===== src/hw/rtl/meter_mode_e_frame_recognizer_assert.svh =====
// Assertion macros shared by the frame recogniser RTL.
// Depends on nothing; included by the files that carry assertions.
`ifndef METER_MODE_E_FRAME_RECOGNIZER_ASSERT_SVH
`define METER_MODE_E_FRAME_RECOGNIZER_ASSERT_SVH
`ifndef SYNTHESIS
// Checked at every rising edge outside reset.
`define MMEFR_ASSERT(name, clk, rst_n, prop) \
  name: assert property (@(posedge clk) disable iff (!rst_n) prop) \
    else $error("mmefr assertion failed");
// Checked at every rising edge, reset included.
`define MMEFR_ASSERT_ALWAYS(name, clk, prop) \
  name: assert property (@(posedge clk) prop) \
    else $error("mmefr assertion failed");
`else
`define MMEFR_ASSERT(name, clk, rst_n, prop)
`define MMEFR_ASSERT_ALWAYS(name, clk, prop)
`endif
`endif


===== src/hw/rtl/mmefr_pkg.sv =====
// Package of the mode E frame recogniser: character codes, register indexes
// and the classification record handed from the front end to the back end.
// Depends on nothing.
package mmefr_pkg;

  localparam logic [7:0] CH_SOH   = 8'h01;
  localparam logic [7:0] CH_ETX   = 8'h03;
  localparam logic [7:0] CH_ACK   = 8'h06;
  localparam logic [7:0] CH_LF    = 8'h0A;
  localparam logic [7:0] CH_CR    = 8'h0D;
  localparam logic [7:0] CH_SLASH = 8'h2F;
  localparam logic [7:0] CH_QUERY = 8'h3F;
  localparam logic [7:0] CH_BANG  = 8'h21;
  localparam logic [7:0] CH_ZERO  = 8'h30;
  localparam logic [7:0] CH_ONE   = 8'h31;
  localparam logic [7:0] CH_SIX   = 8'h36;
  localparam logic [7:0] CH_P     = 8'h50;
  localparam logic [7:0] CH_R     = 8'h52;
  localparam logic [7:0] CH_W     = 8'h57;

  localparam logic [7:0] REG_METER_ADDRESS        = 8'd0;
  localparam logic [7:0] REG_METER_ADDRESS_LENGTH = 8'd1;

  typedef enum logic [1:0] {
    KIND_INVALID = 2'd0,
    KIND_REQUEST = 2'd1,
    KIND_ACK     = 2'd2,
    KIND_COMMAND = 2'd3
  } frame_kind_e;

  typedef enum logic [1:0] {
    CMD_PASSWORD = 2'd0,
    CMD_READ     = 2'd1,
    CMD_WRITE    = 2'd2
  } command_code_e;

  // Outcome of the pattern checks for one finished frame.
  typedef struct packed {
    logic       request_ok;
    logic       ack_ok;
    logic       command_ok;
    logic [7:0] letter;
    logic [3:0] digits;   // [2:0] baud code, [3] mode code
  } frame_class_t;

  // Characters of the plain request "/?!" CR LF.
  function automatic logic [7:0] plain_char(input logic [2:0] pos);
    logic [7:0] ch;
    case (pos)
      3'd0:    ch = CH_SLASH;
      3'd1:    ch = CH_QUERY;
      3'd2:    ch = CH_BANG;
      3'd3:    ch = CH_CR;
      default: ch = CH_LF;
    endcase
    return ch;
  endfunction

endpackage


===== src/hw/rtl/mmefr_front.sv =====
// Front end of the frame recogniser: configuration registers, per-frame
// state and the running pattern checks. Depends on mmefr_pkg.
module mmefr_front
  import mmefr_pkg::*;
#(
  parameter int ADDRESS_BYTES = 8
) (
  input  logic         clk_i,
  input  logic         rst_ni,
  input  logic         cfg_valid_i,
  input  logic [7:0]   cfg_index_i,
  input  logic [63:0]  cfg_data_i,
  input  logic         byte_valid_i,
  input  logic [7:0]   byte_i,
  input  logic         last_i,
  output logic         push_o,
  output frame_class_t class_o
);

  localparam int          AddrWidth = 8 * ADDRESS_BYTES;
  localparam logic [3:0]  AlenMax   = 4'(ADDRESS_BYTES);

  logic [AddrWidth-1:0] addr_q;
  logic [3:0]           alen_cfg_q;
  logic [7:0]           idx_q, xor_q, prev_q, first_q, letter_q;
  logic [2:0]           flags_q, flags_d;
  logic [3:0]           digits_q, digits_d;
  logic [3:0]           alen;
  logic [7:0]           alen8;
  logic [7:0]           addr_byte;
  logic                 plain_ok, addr_ok, ack_ok;

  always_ff @(posedge clk_i or negedge rst_ni) begin
    if (!rst_ni) begin
      addr_q     <= '0;
      alen_cfg_q <= '0;
    end else if (cfg_valid_i) begin
      if (cfg_index_i == REG_METER_ADDRESS) begin
        addr_q <= cfg_data_i[AddrWidth-1:0];
      end else if (cfg_index_i == REG_METER_ADDRESS_LENGTH) begin
        alen_cfg_q <= cfg_data_i[3:0];
      end
    end
  end

  assign alen  = (alen_cfg_q > AlenMax) ? AlenMax : alen_cfg_q;
  assign alen8 = {4'd0, alen};

  always_comb begin
    addr_byte = '0;
    for (int j = 0; j < ADDRESS_BYTES; j++) begin
      if (idx_q == 8'(j + 2)) begin
        addr_byte = addr_q[j*8 +: 8];
      end
    end
  end

  always_comb begin
    plain_ok = 1'b1;
    if (idx_q < 8'd5) begin
      plain_ok = (byte_i == plain_char(idx_q[2:0]));
    end

    addr_ok = 1'b1;
    if (idx_q == 8'd0) begin
      addr_ok = (byte_i == CH_SLASH);
    end else if (idx_q == 8'd1) begin
      addr_ok = (byte_i == CH_QUERY);
    end else if (idx_q < alen8 + 8'd2) begin
      addr_ok = (byte_i == addr_byte);
    end else if (idx_q == alen8 + 8'd2) begin
      addr_ok = (byte_i == CH_BANG);
    end else if (idx_q == alen8 + 8'd3) begin
      addr_ok = (byte_i == CH_CR);
    end else if (idx_q == alen8 + 8'd4) begin
      addr_ok = (byte_i == CH_LF);
    end

    ack_ok   = 1'b1;
    digits_d = digits_q;
    case (idx_q)
      8'd0: ack_ok = (byte_i == CH_ACK);
      8'd1: ack_ok = (byte_i == CH_ZERO);
      8'd2: begin
        ack_ok = (byte_i >= CH_ZERO) && (byte_i <= CH_SIX);
        if (ack_ok) digits_d[2:0] = byte_i[2:0];
      end
      8'd3: begin
        ack_ok = (byte_i == CH_ZERO) || (byte_i == CH_ONE);
        if (ack_ok) digits_d[3] = byte_i[0];
      end
      8'd4: ack_ok = (byte_i == CH_CR);
      8'd5: ack_ok = (byte_i == CH_LF);
      default: ack_ok = 1'b1;
    endcase

    flags_d = flags_q & {ack_ok, addr_ok, plain_ok};
  end

  // Classification is made on the last word of the frame.
  always_comb begin
    class_o.request_ok = ((idx_q == 8'd4) && flags_d[0]) ||
                         ((idx_q == alen8 + 8'd4) && flags_d[1]);
    class_o.ack_ok     = (idx_q == 8'd5) && flags_d[2];
    class_o.command_ok = (idx_q >= 8'd3) && (first_q == CH_SOH) &&
                         (prev_q == CH_ETX) && (byte_i == xor_q);
    class_o.letter     = letter_q;
    class_o.digits     = digits_d;
  end

  assign push_o = byte_valid_i && last_i;

  always_ff @(posedge clk_i or negedge rst_ni) begin
    if (!rst_ni) begin
      idx_q    <= '0;
      xor_q    <= '0;
      prev_q   <= '0;
      first_q  <= '0;
      letter_q <= '0;
      flags_q  <= '1;
      digits_q <= '0;
    end else if (byte_valid_i) begin
      if (last_i) begin
        idx_q    <= '0;
        xor_q    <= '0;
        prev_q   <= '0;
        first_q  <= '0;
        letter_q <= '0;
        flags_q  <= '1;
        digits_q <= '0;
      end else begin
        if (idx_q == 8'd0) first_q <= byte_i;
        if (idx_q == 8'd1) letter_q <= byte_i;
        if (idx_q != 8'd0) xor_q <= xor_q ^ byte_i;
        if (idx_q != 8'hFF) idx_q <= idx_q + 8'd1;
        prev_q   <= byte_i;
        flags_q  <= flags_d;
        digits_q <= digits_d;
      end
    end
  end

endmodule


===== src/hw/rtl/mmefr_queue.sv =====
// Two-entry queue of frame classifications between front and back end.
// Depends on mmefr_pkg and the assertion macro header.
`include "meter_mode_e_frame_recognizer_assert.svh"
module mmefr_queue
  import mmefr_pkg::*;
(
  input  logic         clk_i,
  input  logic         rst_ni,
  input  logic         push_i,
  input  frame_class_t push_data_i,
  input  logic         pop_i,
  output logic         full_o,
  output logic         empty_o,
  output frame_class_t pop_data_o
);

  frame_class_t entry_q [2];
  logic         wr_ptr_q, rd_ptr_q;
  logic [1:0]   count_q;

  assign full_o     = (count_q == 2'd2);
  assign empty_o    = (count_q == 2'd0);
  assign pop_data_o = entry_q[rd_ptr_q];

  always_ff @(posedge clk_i) begin
    if (push_i) entry_q[wr_ptr_q] <= push_data_i;
  end

  always_ff @(posedge clk_i or negedge rst_ni) begin
    if (!rst_ni) begin
      wr_ptr_q <= 1'b0;
      rd_ptr_q <= 1'b0;
      count_q  <= '0;
    end else begin
      if (push_i) wr_ptr_q <= ~wr_ptr_q;
      if (pop_i) rd_ptr_q <= ~rd_ptr_q;
      case ({push_i, pop_i})
        2'b10:   count_q <= count_q + 2'd1;
        2'b01:   count_q <= count_q - 2'd1;
        default: count_q <= count_q;
      endcase
    end
  end

  `MMEFR_ASSERT(a_count_range, clk_i, rst_ni, count_q <= 2'd2)
  `MMEFR_ASSERT(a_pop_not_empty, clk_i, rst_ni, pop_i |-> !empty_o)
  `MMEFR_ASSERT(a_ptrs_track_count, clk_i, rst_ni, (wr_ptr_q ^ rd_ptr_q) == count_q[0])
  `MMEFR_ASSERT_ALWAYS(a_reset_empty, clk_i, !rst_ni |=> (count_q == 2'd0))

endmodule


===== src/hw/rtl/mmefr_back.sv =====
// Back end of the frame recogniser: decodes the command letter and holds the
// result word for the output channel. Depends on mmefr_pkg.
module mmefr_back
  import mmefr_pkg::*;
(
  input  logic         clk_i,
  input  logic         rst_ni,
  input  logic         empty_i,
  input  frame_class_t class_i,
  output logic         pop_o,
  output logic         valid_o,
  input  logic         ready_i,
  output logic [1:0]   frame_kind_o,
  output logic [2:0]   baud_code_o,
  output logic         mode_code_o,
  output logic [1:0]   command_code_o,
  output logic         command_fault_o
);

  logic        valid_q;
  frame_kind_e kind_d, kind_q;
  logic [2:0]  baud_d, baud_q;
  logic        mode_d, mode_q;
  logic [1:0]  cmd_d, cmd_q;
  logic        err_d, err_q;

  always_comb begin
    kind_d = KIND_INVALID;
    baud_d = '0;
    mode_d = 1'b0;
    cmd_d  = CMD_PASSWORD;
    err_d  = 1'b0;
    if (class_i.request_ok) begin
      kind_d = KIND_REQUEST;
    end else if (class_i.ack_ok) begin
      kind_d = KIND_ACK;
      baud_d = class_i.digits[2:0];
      mode_d = class_i.digits[3];
    end else if (class_i.command_ok) begin
      case (class_i.letter)
        CH_P: begin
          kind_d = KIND_COMMAND;
          cmd_d  = CMD_PASSWORD;
        end
        CH_R: begin
          kind_d = KIND_COMMAND;
          cmd_d  = CMD_READ;
        end
        CH_W: begin
          kind_d = KIND_COMMAND;
          cmd_d  = CMD_WRITE;
        end
        default: err_d = 1'b1;
      endcase
    end
  end

  assign pop_o = !empty_i && (!valid_q || ready_i);

  always_ff @(posedge clk_i or negedge rst_ni) begin
    if (!rst_ni) begin
      valid_q <= 1'b0;
    end else if (pop_o) begin
      valid_q <= 1'b1;
    end else if (ready_i) begin
      valid_q <= 1'b0;
    end
  end

  always_ff @(posedge clk_i) begin
    if (pop_o) begin
      kind_q <= kind_d;
      baud_q <= baud_d;
      mode_q <= mode_d;
      cmd_q  <= cmd_d;
      err_q  <= err_d;
    end
  end

  assign valid_o         = valid_q;
  assign frame_kind_o    = kind_q;
  assign baud_code_o     = baud_q;
  assign mode_code_o     = mode_q;
  assign command_code_o  = cmd_q;
  assign command_fault_o = err_q;

endmodule


===== src/hw/rtl/meter_mode_e_frame_recognizer.sv =====
// Top level of the mode E frame recogniser.
// Depends on mmefr_pkg, mmefr_front, mmefr_queue and mmefr_back.
//
// Usage:
// Received bytes enter on the s_axis channel, one word per byte, with tlast
// set on the last byte of each frame. Every frame produces exactly one word
// on the m_axis channel, issued once its last byte has been taken; bytes
// that do not end a frame produce nothing. The result tells whether the
// frame was a request, an option-select acknowledge, a valid command or
// none of these, together with the decoded baud, mode and command codes.
// The configuration channel writes the meter address (index 0) and the
// number of address characters in use (index 1); it is always ready and
// should only be written while no frame is in flight.
// Throughput is one byte per cycle while the queue is not full, set by the
// combinational pattern checks in the front end. A frame's classification
// enters the queue when its last byte is accepted and then moves on to the
// output register that drives m_axis, once that register is free.
// When the receiver stalls, results collect in the two-entry queue and the
// output register; once the queue is full, s_axis_tready drops and no byte
// is taken until a result is drained.
// Reset clears the frame state, the queue and the configuration registers.
module meter_mode_e_frame_recognizer
  import mmefr_pkg::*;
#(
  parameter int ADDRESS_BYTES = 8
) (
  input  logic        clk_i,
  input  logic        rst_ni,
  // Configuration write channel.
  input  logic        cfg_valid_i,
  output logic        cfg_ready_o,
  input  logic [7:0]  cfg_index_i,
  input  logic [63:0] cfg_data_i,
  // Byte stream in.
  input  logic        s_axis_tvalid,
  output logic        s_axis_tready,
  input  logic [7:0]  s_axis_tdata,   // [7:0] rx_byte
  input  logic        s_axis_tlast,   // frame_end
  // Result stream out.
  output logic        m_axis_tvalid,
  input  logic        m_axis_tready,
  output logic [7:0]  m_axis_tdata,   // [2:0] baud_code, [3] mode_code,
                                      // [5:4] command_code, [7:6] zero
  output logic [2:0]  m_axis_tuser    // [1:0] frame_kind, [2] command_fault
);

  frame_class_t front_class, queue_class;
  logic         byte_accept;
  logic         push, pop, queue_full, queue_empty;
  logic [1:0]   frame_kind;
  logic [2:0]   baud_code;
  logic         mode_code;
  logic [1:0]   command_code;
  logic         command_fault;

  // Configuration writes complete in the cycle they are offered.
  assign cfg_ready_o = 1'b1;

  // Bytes are taken whenever the queue can hold another result.
  assign s_axis_tready = !queue_full;
  assign byte_accept   = s_axis_tvalid && s_axis_tready;

  mmefr_front #(
    .ADDRESS_BYTES(ADDRESS_BYTES)
  ) u_front (
    .clk_i        (clk_i),
    .rst_ni       (rst_ni),
    .cfg_valid_i  (cfg_valid_i),
    .cfg_index_i  (cfg_index_i),
    .cfg_data_i   (cfg_data_i),
    .byte_valid_i (byte_accept),
    .byte_i       (s_axis_tdata),
    .last_i       (s_axis_tlast),
    .push_o       (push),
    .class_o      (front_class)
  );

  mmefr_queue u_queue (
    .clk_i       (clk_i),
    .rst_ni      (rst_ni),
    .push_i      (push),
    .push_data_i (front_class),
    .pop_i       (pop),
    .full_o      (queue_full),
    .empty_o     (queue_empty),
    .pop_data_o  (queue_class)
  );

  mmefr_back u_back (
    .clk_i           (clk_i),
    .rst_ni          (rst_ni),
    .empty_i         (queue_empty),
    .class_i         (queue_class),
    .pop_o           (pop),
    .valid_o         (m_axis_tvalid),
    .ready_i         (m_axis_tready),
    .frame_kind_o    (frame_kind),
    .baud_code_o     (baud_code),
    .mode_code_o     (mode_code),
    .command_code_o  (command_code),
    .command_fault_o (command_fault)
  );

  assign m_axis_tdata = {2'b00, command_code, mode_code, baud_code};
  assign m_axis_tuser = {command_fault, frame_kind};

endmodule


===== config.mk =====
export PLATFORM = sky130hd
export DESIGN_NAME = meter_mode_e_frame_recognizer
export DESIGN_NICKNAME = d
export VERILOG_FILES = /design/src/hw/rtl/mmefr_pkg.sv /design/src/hw/rtl/mmefr_front.sv /design/src/hw/rtl/mmefr_queue.sv /design/src/hw/rtl/mmefr_back.sv /design/src/hw/rtl/meter_mode_e_frame_recognizer.sv
export VERILOG_INCLUDE_DIRS = /design/src /design/src/hw/rtl
export SDC_FILE = /design/constraint.sdc
export NUM_CORES = 1
export LEC_CHECK = 0
export ABC_AREA = 1
export BUFFER_PORTS_ARGS = -buffer_cell sky130_fd_sc_hd__buf_2
export CORE_AREA = 2 2 121 123
export DETAILED_ROUTE_END_ITERATION = 8
export DIE_AREA = 0 0 123 125
export GPL_TIMING_DRIVEN = 0
export PLACE_DENSITY_LB_ADDON = 0.15
export SLEW_MARGIN = 20
export SYNTH_ARGS = -nofsm -noshare
export SYNTH_HDL_FRONTEND = slang
export SYNTH_HIERARCHICAL = 1
export SYNTH_SLANG_ARGS = --single-unit

===== constraint.sdc =====
create_clock -name clk_i -period 3.4 [get_ports clk_i]
set_input_delay 0.51 -clock clk_i [delete_from_list [all_inputs] [get_ports clk_i]]
set_output_delay 0.51 -clock clk_i [all_outputs]
set_load 0.02 [all_outputs]

# Word level (Yosys, flattened, before mapping)
# Memories as Yosys holds them, arrays and structs flattened.
# Index checks and enable logic that the tools add are counted.
# Widths: inputs -> output; s select.
# word_totals
reg_bits,129
ram_bits,30
out_inout_bits,14
elab_cells,154
n_memories,1
# mem_list
name,words,word_bits,rd,rd_ports_with_merged_regs,wr,line,text
u_queue.entry_q,2,15,1,0,1,mmefr_queue.sv:17,frame_class_t entry_q [2];
# classes
addsub,6
magnitude_cmp,6
n_eq_ne,36
mux,44
bitwise_logic,7
reduce_logical,36
# op_table
op,count
$mux 8,18
$eq 8x8->1,6
$eq 8x3->1 const B,5
$eq 8x6->1 const B,5
$eq 8x4->1 const B,4
$eq 8x1->1 const B,3
$eq 8x2->1 const B,3
$eq 8x7->1 const B,3
$pmux 6 s4,1
$logic_not 8->1,2
$mux 1,14
$reduce_bool 2->1,6
$add 4x2->5 const B,2
$logic_and 1x1->1,10
$reduce_and 2->1,5
$mux 3,3
$add 8x1->8 const B,1
$ge 8x2->1 const B,1
$ge 8x6->1 const B,1
$le 8x6->1 const B,1
$lt 8x3->1 const B,1
$lt 8x8->1,1
$mux 4,2
$ne 8x8->1 const B,1
22 further kinds,36

# Longest topological paths before layout
# Gate-level depths: netlist of run 1.
# logic_depth
depth_word,16
ltp_mapped,23
mapped_depth_nobuf,23

# Cells and area by module
# Netlist of run 1, hierarchy kept.
# by_module_without_submodules
module,instances,cells_each,area_each_um2,seq_area_each_um2
mmefr_front,1,744,6332.3,2881.5
mmefr_queue,1,102,1311.3,1001.0
mmefr_back,1,51,464.2,295.3
meter_mode_e_frame_recognizer,1,10,58.8,0.0

# Worst setup path after synthesis of run 1
# No wires, ideal clock.
# synth_path
path_kind,in2reg
startpoint,in s_axis_tvalid
endpoint,"mem u_queue/entry_q[0][0] (netlist bit), enable pin"
t_arrival_ps,1978
t_required_ps,3014
slack_ps,1035
path_stages,7
cell_sequence,inv_1 nor2_2 clkbuf_1 nand2_1 inv_1 inv_1 nor2_1
# synth_via
elab_chain_cells,4
# synth_rtl
element,line,text
"start, declared",meter_mode_e_frame_recognizer.sv:35,"input logic s_axis_tvalid,"
$logic_and 1x1->1,meter_mode_e_frame_recognizer.sv:61,assign byte_accept = s_axis_tvalid && s_axis_tready;
net byte_accept,meter_mode_e_frame_recognizer.sv:48,logic byte_accept;
$logic_and 1x1->1,mmefr_front.sv:111,assign push_o = byte_valid_i && last_i;
net push,meter_mode_e_frame_recognizer.sv:49,"logic push, pop, queue_full, queue_empty;"
$mux 1,mmefr_queue.sv:26,if (push_i) entry_q[wr_ptr_q] <= push_data_i;
$mux 1 (implied by the code),mmefr_queue.sv:26,
"end, declared",mmefr_queue.sv:17,
# The timed path passes the listed nets, and every way through them passes these cells.

==> flow_metrics.env, run 1 <==
export IMPL_outcome="finished, final reports clean"
export IMPL_ys_async_sr_fraction_pct=75.47
export IMPL_grt_ovfl_total=0
export IMPL_slowest_delay_ns=0.48
export IMPL_maxSlewViolCount=0
export IMPL_critPathBufInv=2
export IMPL_crit_family="simple AND/OR/NAND/NOR gates"
export IMPL_syn2layout_area_growth_pct=15.92
export IMPL_leakagePower_nw=4.635
export IMPL_drc=0
export IMPL_cp_end_kind="flop"
export IMPL_cts_sinks=159
export IMPL_grt_pass1_vias=6348
export IMPL_start_kind="flop"
export IMPL_path_max_fanout=10
export IMPL_required_ns=3.57
export IMPL_grt_max_degree=82
export IMPL_root_buffer="clkbuf_16"
export IMPL_critPathArrivalTime_ns=3.19
export IMPL_start_util_pct=57.50
export IMPL_yosys_warnings=6
export IMPL_antenna_found_initial=0
export IMPL_place_ws_ns=0.4418
export IMPL_vias_per_cell=5.269
export IMPL_dieArea_um2=15380
export IMPL_n_antenna_cell=0
export IMPL_worst_path_max_delay_cell="dfrtp_1"
export IMPL_routed_wirelength_um=17740
export IMPL_hpwl_um=13280
export IMPL_fmax_ghz=0.3313
export IMPL_final_antenna_net_count=0
export IMPL_fin_tns_setup_ns=0
export IMPL_post_cts_buffers=0
export IMPL_row_count=44
export IMPL_slew_headroom_pct=49.30
export IMPL_first_pass_iters=5
export IMPL_postLayoutCoreUtil_pct=66.65
export IMPL_hold_viol=0
export IMPL_synthCells=907
export IMPL_yosys_register_bits=159
export IMPL_layout_drive_gt1_share_pct=21.97
export IMPL_clock_skew_ns=0.008836
export IMPL_routedWlPerCell_um=14.58
export IMPL_peakVddDrop_uv=395.5
export IMPL_groute_usage_overall_pct=25.11
export IMPL_synth_flop_cell="dfrtp_1"
export IMPL_period_share_pct=88.76
export IMPL_mostFrequentLayoutCells="198 x nand2_1, 123 x inv_1, 117 x dfrtp_1"
export IMPL_io_pins=100
export IMPL_mostFrequentLayoutCell="nand2_1"
export IMPL_drtIter0Drc=366
export IMPL_die_w_um=123
export IMPL_fin_crit_ns=3.018
export IMPL_setup_slack_ns=0.3820
export IMPL_tightest_slew_ns=0.7596
export IMPL_post_cts_resized=0
export IMPL_maxCapViolCount=0
export IMPL_cpMostUsedCell="nand2_1"
export IMPL_yosys_cell_types_count=47
export IMPL_clk_pin_slew_worst_paths_ns=0.07
export IMPL_portBuffers=91
export IMPL_finalSetupViolCount=0
export IMPL_synthesis_area_per_instance_um2=9.004
export IMPL_worstPathCellList="inv_1, ha_1, nand3_4, nor2_8, buf_6, nor2_1, a21oi_1, nand2_1, nand2_1, nand2_1, nand2_1, nand2_1, nand2_1, nand2_1, nand2_1, nor2_1, nand2_1, nand2_1, nand2_1, nand2_1, nand3_1, nand2_1"
export IMPL_fp_dieH_um=125
export IMPL_synth_edf_count=39
export IMPL_finalWeightedCongestion=0.8681
export IMPL_synth_seq_area_share_pct=51.16
export IMPL_coreArea_um2=14200
export IMPL_final_nets=1120
export IMPL_clk_latency_ns=0.43
export IMPL_hold_path_class="primary input to flop"
export IMPL_nFillCells=1158
export IMPL_worstSetupPathType="flop to flop"
export IMPL_htreeDepth=4
export IMPL_cts_tree="built"
export IMPL_rsz0062_at_grt="no"
export IMPL_pwr_density_cell_nw_per_um2=671.6
export IMPL_grt_pass1_wl_um=29990
export IMPL_cts_buffers=17
export IMPL_cts_buffer_depth=2
export IMPL_syn_area_um2=8167
export IMPL_routed_via_count=6412
power breakdown:
part / internal (W) / leakage, nW / switching (W)
combinational: 0.000692 / 2.38 / 0.00127
clock: 0.00102 / 0.272 / 0.000787
sequential: 0.00239 / 1.98 / 0.000209
worst paths after layout:
check,cells after the start,slack [ns],endpoint,from
max in group asynchronous,3,2.08,u_front/flags_q[1],rst_ni
setup reg to reg,22,0.38,u_queue/entry_q[0][14],u_front/idx_q[1]
hold / removal,2,0.31,u_front/addr_q[37],cfg_data_i[37]
hold reg to reg,0,0.48,u_queue/entry_q[1][6],u_front/letter_q[2]
min in group asynchronous,2,0.56,u_front/addr_q[21],rst_ni
setup / recovery,22,0.38,u_queue/entry_q[0][14],u_front/idx_q[1]
cell families after synthesis:
| kind of cell | Yosys count | share of synthesized area, % |
|---|---|---|
| AND/OR/NAND/NOR | 371 | 20.48 |
| buffers and inverters | 161 | 7.951 |
| flip-flops | 159 | 51.16 |
| AO/OA/AOI/OAI | 124 | 8.243 |
| multiplexers | 60 | 8.273 |
| XOR/XNOR | 15 | 1.609 |
| adder cells (fa/ha/maj) | 14 | 2.145 |
| other | 3 | 0.1379 |
routing by layer:
layer  vias to the layer above  track usage (%)  part of all wire (%)
met5                         -                0                     0
met4                         0            9.626                   2.1
met2                       190            42.31                    50
li1                       3195                -                     -
met1                      3000            31.81                    42
met3                        27            5.018                   5.2
cells in the mapped netlist (all sizes together), types with 4 or more instances:
master,instances,area [um2]
a21oi,35,175.2
buf,19,116.4
clkbuf,10,37.54
dfrtp,117,2928
edfxtp,39,1171
ha,14,175.2
inv,129,484.2
mux2,60,675.7
nand2,201,772.0
nand3,50,267.8
nand4,7,43.79
nor2,78,389.1
nor3,17,85.08
nor4,8,50.05
o21ai,63,315.3
o22ai,13,81.33
or2,8,50.05
xnor2,11,96.34
xor2,4,35.03
sequential cells by signal, summed over array words and instances (netlist names), 3 cells and up:
signal / count
u_queue/entry_q: 30
u_front/alen_cfg_q: 4
u_front/idx_q: 8
u_front/addr_q: 64
u_front/digits_q: 4
u_front/xor_q: 8
u_front/first_q: 8
u_front/prev_q: 8
u_front/flags_q: 3
u_back/baud_code_o: 3
u_front/letter_q: 8
through the flow:
| stage | cells | area [um2] | power, W | hold slack [ns] |
|---|---|---|---|---|
| 2_1_floorplan | 908 | 8170 | 0.004016 | 0.2144 |
| 3_3_place_gp | 1183 | 8856 | 0.004509 | 0.4516 |
| 3_5_place_dp | 1184 | 8892 | 0.004572 | 0.4510 |
| 4_1_cts | 1217 | 9463 | 0.006385 | 0.3004 |
| 5_1_grt | 1217 | 9467 | 0.006817 | 0.2947 |
| 6_report | 1217 | 9467 | 0.006358 | 0.3057 |
area by class of cell:
class	count	area, um2	share of cell area [%]
buffer	29	153.9	1.626
clock buffer	17	425.4	4.494
multi-input combinational	588	3349	35.38
tap	184	230.2	2.432
clock inverter	15	135.1	1.427
sequential	159	4178	44.13
inverter	132	495.5	5.234
timing repair buffer	93	499.2	5.274
what timing repair did:
item	4_1_cts	5_1_grt
endpoints found under the setup margin	0	0
endpoints found under the hold margin	13	0
hold buffers	1	0
Power figures use the tool's default switching activity.
==> run 2: changes to the inputs <==
CELL_PAD_IN_SITES_DETAIL_PLACEMENT = 1   (was default)
CELL_PAD_IN_SITES_GLOBAL_PLACEMENT = 1   (was default)
CORE_AREA = 2 2 138 140   (was 2 2 121 123)
DIE_AREA = 0 0 140 142   (was 0 0 123 125)
==> run 2 against run 1 <==
Compared with the run above:
- the flow now finishes with violations (design-rule violations)
- via count up 0.33%
- design area up 0.79%
- sequential power about the same
- count of clock-buffer cells in the layout grew 1
- global-route usage fell by 3.1 points
- core utilization shrank 15 points
- die area rose by 29%
- sequential cell count unchanged
- register-to-register slack worse by 0.04 ns
==> flow_metrics.env, run 2 (same netlist as run 1, synthesis figures left out) <==
export IMPL_final_nets=1120
export IMPL_cts_tree="built"
export IMPL_peakVddDrop_uv=351.3
export IMPL_htreeDepth=4
export IMPL_finalWeightedCongestion=0.7975
export IMPL_n_antenna_cell=0
export IMPL_worstPathCellList="inv_1, ha_1, nand3_4, nor2_8, buf_6, nor2_1, a21oi_1, nand2_1, nand2_1, nand2_1, nand2_1, nand2_1, nand2_1, nand2_1, nand2_1, nor2_1, nand2_1, nand2_1, nand2_1, nand2_1, nand3_1, nand2_1"
export IMPL_routed_via_count=6433
export IMPL_root_buffer="clkbuf_16"
export IMPL_hpwl_um=15910
export IMPL_period_share_pct=90.07
export IMPL_seqPwrFrac_pct=39.9
export IMPL_coreArea_um2=18460
export IMPL_fin_tns_setup_ns=0
export IMPL_syn2layout_area_growth_pct=16.84
export IMPL_maxCapViolCount=0
export IMPL_reg_top3="u_front/addr_q x64, u_queue/entry_q x30"
export IMPL_mostFrequentLayoutCell="nand2_1"
export IMPL_groute_usage_overall_pct=22.04
export IMPL_drtIter0Drc=240
export IMPL_largest_reg_flops=64
export IMPL_clock_skew_ns=0.005321
export IMPL_postLayoutCoreUtil_pct=51.70
export IMPL_finalSetupViolCount=0
export IMPL_hold_viol=0
export IMPL_routedWlPerCell_um=16.38
export IMPL_dieArea_um2=19880
export IMPL_antenna_found_initial=0
export IMPL_row_count=50
export IMPL_grt_ovfl_total=0
export IMPL_outcome="complete, but fails checks"
export IMPL_path_max_fanout=10
export IMPL_cpMostUsedCell="nand2_1"
export IMPL_vias_per_cell=5.077
export IMPL_cts_buffer_depth=2
export IMPL_ctsHoldBuffers=0
export IMPL_drc=3
export IMPL_hold_path_class="primary input to asynchronous set/reset pin"
export IMPL_cts_buffers=17
export IMPL_rsz0062_at_grt="no"
export IMPL_routed_wirelength_um=20750
export IMPL_p_sw_share_pct=36.73
export IMPL_fmax_ghz=0.3265
export IMPL_cp_end_kind="flop"
export IMPL_start_kind="flop"
export IMPL_slowest_delay_ns=0.49
export IMPL_post_cts_buffers=0
export IMPL_slew_headroom_pct=45.83
export IMPL_final_antenna_net_count=0
export IMPL_fp_dieH_um=142
export IMPL_violations="design-rule violations"
export IMPL_power_frac_comb_pct=31.2
export IMPL_largest_register="u_front/addr_q"
export IMPL_leakagePower_nw=4.650
export IMPL_clk_pin_slew_worst_paths_ns=0.07
export IMPL_cts_sinks=159
export IMPL_pwr_density_cell_nw_per_um2=682.5
export IMPL_clkPwrFrac_pct=28.9
export IMPL_switching_power_w=0.002392
export IMPL_clk_latency_ns=0.43
export IMPL_layout_drive_gt1_share_pct=22.07
export IMPL_tightest_slew_ns=0.8117
export IMPL_worst_path_max_delay_cell="dfrtp_1"
export IMPL_mostFrequentLayoutCells="198 x nand2_1, 123 x inv_1, 117 x dfrtp_1"
export IMPL_maxSlewViolCount=0
export IMPL_worstSetupPathType="flop to flop"
export IMPL_finalHoldWorstSlack_ns=0.04608
export IMPL_required_ns=3.57
export IMPL_grt_max_degree=62
export IMPL_critPathArrivalTime_ns=3.23
export IMPL_post_cts_resized=0
export IMPL_fin_area_um2=9542
export IMPL_die_w_um=140
export IMPL_start_util_pct=44.25
export IMPL_post_dp_cell_area_um2=8955
export IMPL_io_pins=100
export IMPL_first_pass_iters=7
export IMPL_portBuffers=91
export IMPL_p_int_w=0.004121
export IMPL_fin_crit_ns=3.063
export IMPL_grt_pass1_wl_um=34400
export IMPL_grt_pass1_vias=6927
[run 2: changes by cell type in the layout (fill, tap and decap cells not counted), sizes merged]
cell         previous run  this run
dlygate4sd3             1         0
inv                   135       136
clkbuf                 27        29
clkinvlp                2         0
[run 2: power by group through the flow]
stage / sequential [W] / combinational, W / clock (W)
3_5_place_dp: 0.00264 / 0.00203 / 0
4_1_cts: 0.00260 / 0.00205 / 0.00193
2_1_floorplan: 0.00262 / 0.00139 / 0
3_3_place_gp: 0.00261 / 0.00196 / 0
6_report: 0.00260 / 0.00203 / 0.00188
5_1_grt: 0.00265 / 0.00232 / 0.00200
[run 2: final timing paths]
path | slack (ns) | end | depth (start not counted) | from
max in group asynchronous | 2.59 | u_front/flags_q[0] | 2 | rst_ni
max | 0.34 | u_queue/entry_q[1][14] | 22 | u_front/idx_q[1]
max reg2reg | 0.34 | u_queue/entry_q[1][14] | 22 | u_front/idx_q[1]
min in group clk_i | 0.31 | u_front/addr_q[35] | 2 | cfg_data_i[35]
min reg2reg | 0.47 | u_queue/entry_q[0][5] | 0 | u_front/letter_q[1]
min | 0.05 | u_front/addr_q[44] | 1 | rst_ni
[run 2: cell type report]
cell class / instances / area [um2]
multi-input combinational: 588 / 3346
tap: 234 / 292.8
fill: 2200 / 8914
clock buffer: 18 / 429.2
sequential: 159 / 4178
buffer: 29 / 153.9
timing repair buffer: 93 / 496.7
clock inverter: 14 / 150.1
inverter: 132 / 495.5
[run 2: metal layers]
layer / track usage (%) / wire length (um) / vias to the layer above / share of wire (%)
met5: 0 / 0 / - / 0
met4: 6.220 / 303 / 0 / 1.5
met3: 3.197 / 585 / 19 / 2.8
met2: 41.72 / 11050 / 101 / 53
met1: 26.15 / 8808 / 3135 / 42
li1: - / - / 3178 / -
[run 2: stage by stage]
stage / cells / total power [W] / setup slack [ns]
2_1_floorplan: 908 / 0.004016 / 1.036
4_1_cts: 1266 / 0.006587 / 0.2748
3_3_place_gp: 1233 / 0.004571 / 0.1744
5_1_grt: 1267 / 0.006961 / 0.06865
3_5_place_dp: 1234 / 0.004664 / 0.3162
6_report: 1267 / 0.006512 / 0.3375
[run 2: critical path: cells and delay by family (launching register included)]
family | cells | cell delay (ns)
flops | 1 | 0.49
simple gates | 18 | 1.39
fa+ha+maj | 1 | 0.33
compound gates | 1 | 0.22
buf+inv | 2 | 0.37
==> run 3: changes to the inputs <==
CAP_MARGIN = 20   (was default)
REMOVE_ABC_BUFFERS = 1   (was default)
==> run 3 against run 2 <==
Compared with the run above:
- the run now ends clean
- hold slack better by 0.26 ns
- sequential cell count unchanged
- non-clock buffer count shrank 23
- count of clock-buffer cells in the layout rose by 5
- cell count shrank 1.7%
- wire length is 2.8% lower
- largest cell class unchanged
- critical endpoint unchanged
- first-iteration DRC count rose by 2.1%
- clock skew grew 0.0051 ns
- register-to-register slack better by 0.07 ns
- design area decreased by 0.58%
- core utilization down 0.30 points
- sequential share of layout area rose by 0.25 points
==> flow_metrics.env, run 3 (same netlist as run 1, synthesis figures left out) <==
export IMPL_outcome="finished, final reports clean"
export IMPL_slowest_delay_ns=0.49
export IMPL_layout_drive_gt1_share_pct=21.98
export IMPL_dr_wl_met3_um=640
export IMPL_io_pins=100
export IMPL_die_w_um=140
export IMPL_maxSlewViolCount=0
export IMPL_routedWlPerCell_um=16.21
export IMPL_wl_met1_um=8493
export IMPL_required_ns=3.69
export IMPL_worstSetupStartpoint="u_front/idx_q[1]"
export IMPL_rsz0062_at_grt="no"
export IMPL_leakagePower_nw=4.602
export IMPL_grt_ovfl_total=0
export IMPL_groute_usage_overall_pct=21.43
export IMPL_cts_buffers=17
export IMPL_largest_register="u_front/addr_q"
export IMPL_hpwl_um=14860
export IMPL_nFillCells=2173
export IMPL_root_buffer="clkbuf_16"
export IMPL_syn2layout_area_growth_pct=16.16
export IMPL_dp_cells=1211
export IMPL_coreArea_um2=18460
export IMPL_ctsHoldBuffers=1
export IMPL_start_kind="flop"
export IMPL_post_dp_cell_area_um2=8862
export IMPL_highest_layer="met5"
export IMPL_antenna_found_initial=2
export IMPL_period_share_pct=88.02
export IMPL_path_max_fanout=16
export IMPL_wl_met2_um=10790
export IMPL_worstSetupPathType="flop to flop"
export IMPL_maxCapViolCount=0
export IMPL_start_util_pct=44.25
export IMPL_portBuffers=96
export IMPL_drc=0
export IMPL_final_antenna_net_count=0
export IMPL_grt_pass1_vias=6730
export IMPL_post_cts_resized=0
export IMPL_hold_path_class="primary input to flop"
export IMPL_worst_path_max_delay_cell="dfrtp_1"
export IMPL_fin_cells=1245
export IMPL_hold_viol=0
export IMPL_clk_latency_ns=0.43
export IMPL_finalWeightedCongestion=0.8736
export IMPL_cts_buffer_depth=2
export IMPL_row_count=50
export IMPL_largest_reg_flops=64
export IMPL_drtIter0Drc=245
export IMPL_fin_crit_ns=2.993
export IMPL_fmax_ghz=0.3341
export IMPL_critPathBufInv=2
export IMPL_fp_dieH_um=142
export IMPL_finalSetupViolCount=0
export IMPL_pwr_density_cell_nw_per_um2=684.8
export IMPL_crit_family="simple AND/OR/NAND/NOR gates"
export IMPL_peakVddDrop_uv=383.4
export IMPL_r2r_start="u_front/idx_q[1]"
export IMPL_post_cts_buffers=0
export IMPL_routed_via_count=6277
export IMPL_clock_skew_ns=0.01039
export IMPL_tightest_slew_ns=0.9324
export IMPL_clk_pin_slew_worst_paths_ns=0.07
export IMPL_mostFrequentLayoutCell="nand2_1"
export IMPL_htreeDepth=4
export IMPL_dieArea_um2=19880
export IMPL_min_from="cfg_data_i[36]"
export IMPL_grt_max_degree=72
export IMPL_mostFrequentLayoutCells="198 x nand2_1, 123 x inv_1, 117 x dfrtp_1"
export IMPL_routed_wirelength_um=20180
export IMPL_r2r_setup_slack_ns=0.41
export IMPL_worstPathCellList="inv_1, ha_1, nand3_4, nor2_8, nor2_4, nand3_1, nand2_1, nand2_1, nand2_1, nand2_1, nand2_1, nand2_1, nand2_1, inv_1, nand2_1, nor2_1, nand2_1, nand2_1, nand2_1, nand2_1, nand3_1, nand2_1"
export IMPL_vias_per_cell=5.042
export IMPL_first_pass_iters=6
export IMPL_grt_pass1_wl_um=33540
export IMPL_cp_end_kind="flop"
export IMPL_final_nets=1097
export IMPL_cts_sinks=159
export IMPL_reg_top3="u_front/addr_q x64, u_queue/entry_q x30"
export IMPL_cts_tree="built"
export IMPL_cpMostUsedCell="nand2_1"
export IMPL_fin_area_um2=9487
export IMPL_critPathArrivalTime_ns=3.28
export IMPL_slew_headroom_pct=37.42
run 3: where the power goes:
group	switching [W]	internal (W)
Combinational	0.00125	0.000642
Clock	0.000809	0.00114
Sequential	0.000269	0.00239
run 3: worst reg2reg max path, cell delays in order (launching register included):
cell and delay (ns):
dfrtp_1 0.49, inv_1 0.18, ha_1 0.31, nand3_4 0.14, nor2_8 0.31, nor2_4 0.11
nand3_1 0.17, nand2_1 0.07, nand2_1 0.06, nand2_1 0.06, nand2_1 0.10, nand2_1 0.06
nand2_1 0.05, nand2_1 0.04, inv_1 0.04, nand2_1 0.04, nor2_1 0.15, nand2_1 0.10
nand2_1 0.07, nand2_1 0.06, nand2_1 0.08, nand3_1 0.06, nand2_1 0.11
run 3: final timing paths:
check / end / cells past startpoint
max: u_queue/entry_q[1][14] / 22
min: u_front/addr_q[36] / 2
max reg2reg: u_queue/entry_q[1][14] / 22
min reg2reg: u_queue/entry_q[1][8] / 0
max in group asynchronous: u_front/flags_q[2] / 3
min in group asynchronous: u_front/addr_q[44] / 2
run 3: area by class of cell:
cell class / count / area (um2) / share of cell area [%]
Sequential cell: 159 / 4178 / 44.04
Multi-Input combinational cell: 588 / 3362 / 35.44
Timing Repair Buffer: 99 / 548.0 / 5.777
Clock buffer: 23 / 509.2 / 5.368
Inverter: 132 / 495.5 / 5.223
Tap cell: 234 / 292.8 / 3.086
Clock inverter: 9 / 98.84 / 1.042
Antenna cell: 1 / 2.502 / 0.02638
run 3: layer usage:
layer,vias up,track usage (%)
met5,-,0
met4,2,6.061
met3,20,3.836
met2,91,40.24
met1,3031,25.21
li1,3133,-
run 3: metrics by stage:
stage               worst slack (ns)  hold slack (ns)  util (%)  power [W]  setup TNS [ns]
global placement              -1.007           0.4500     47.63   0.004497          -62.96
floorplan                     0.1734           0.2144         -   0.003946               0
detailed placement            0.4181           0.4488     48.02   0.004582               0
CTS                           0.3611           0.2864     51.37   0.006576               0
global route                 0.05855           0.2891     51.39   0.006945               0
finish                        0.4072           0.3033     51.40   0.006496               0
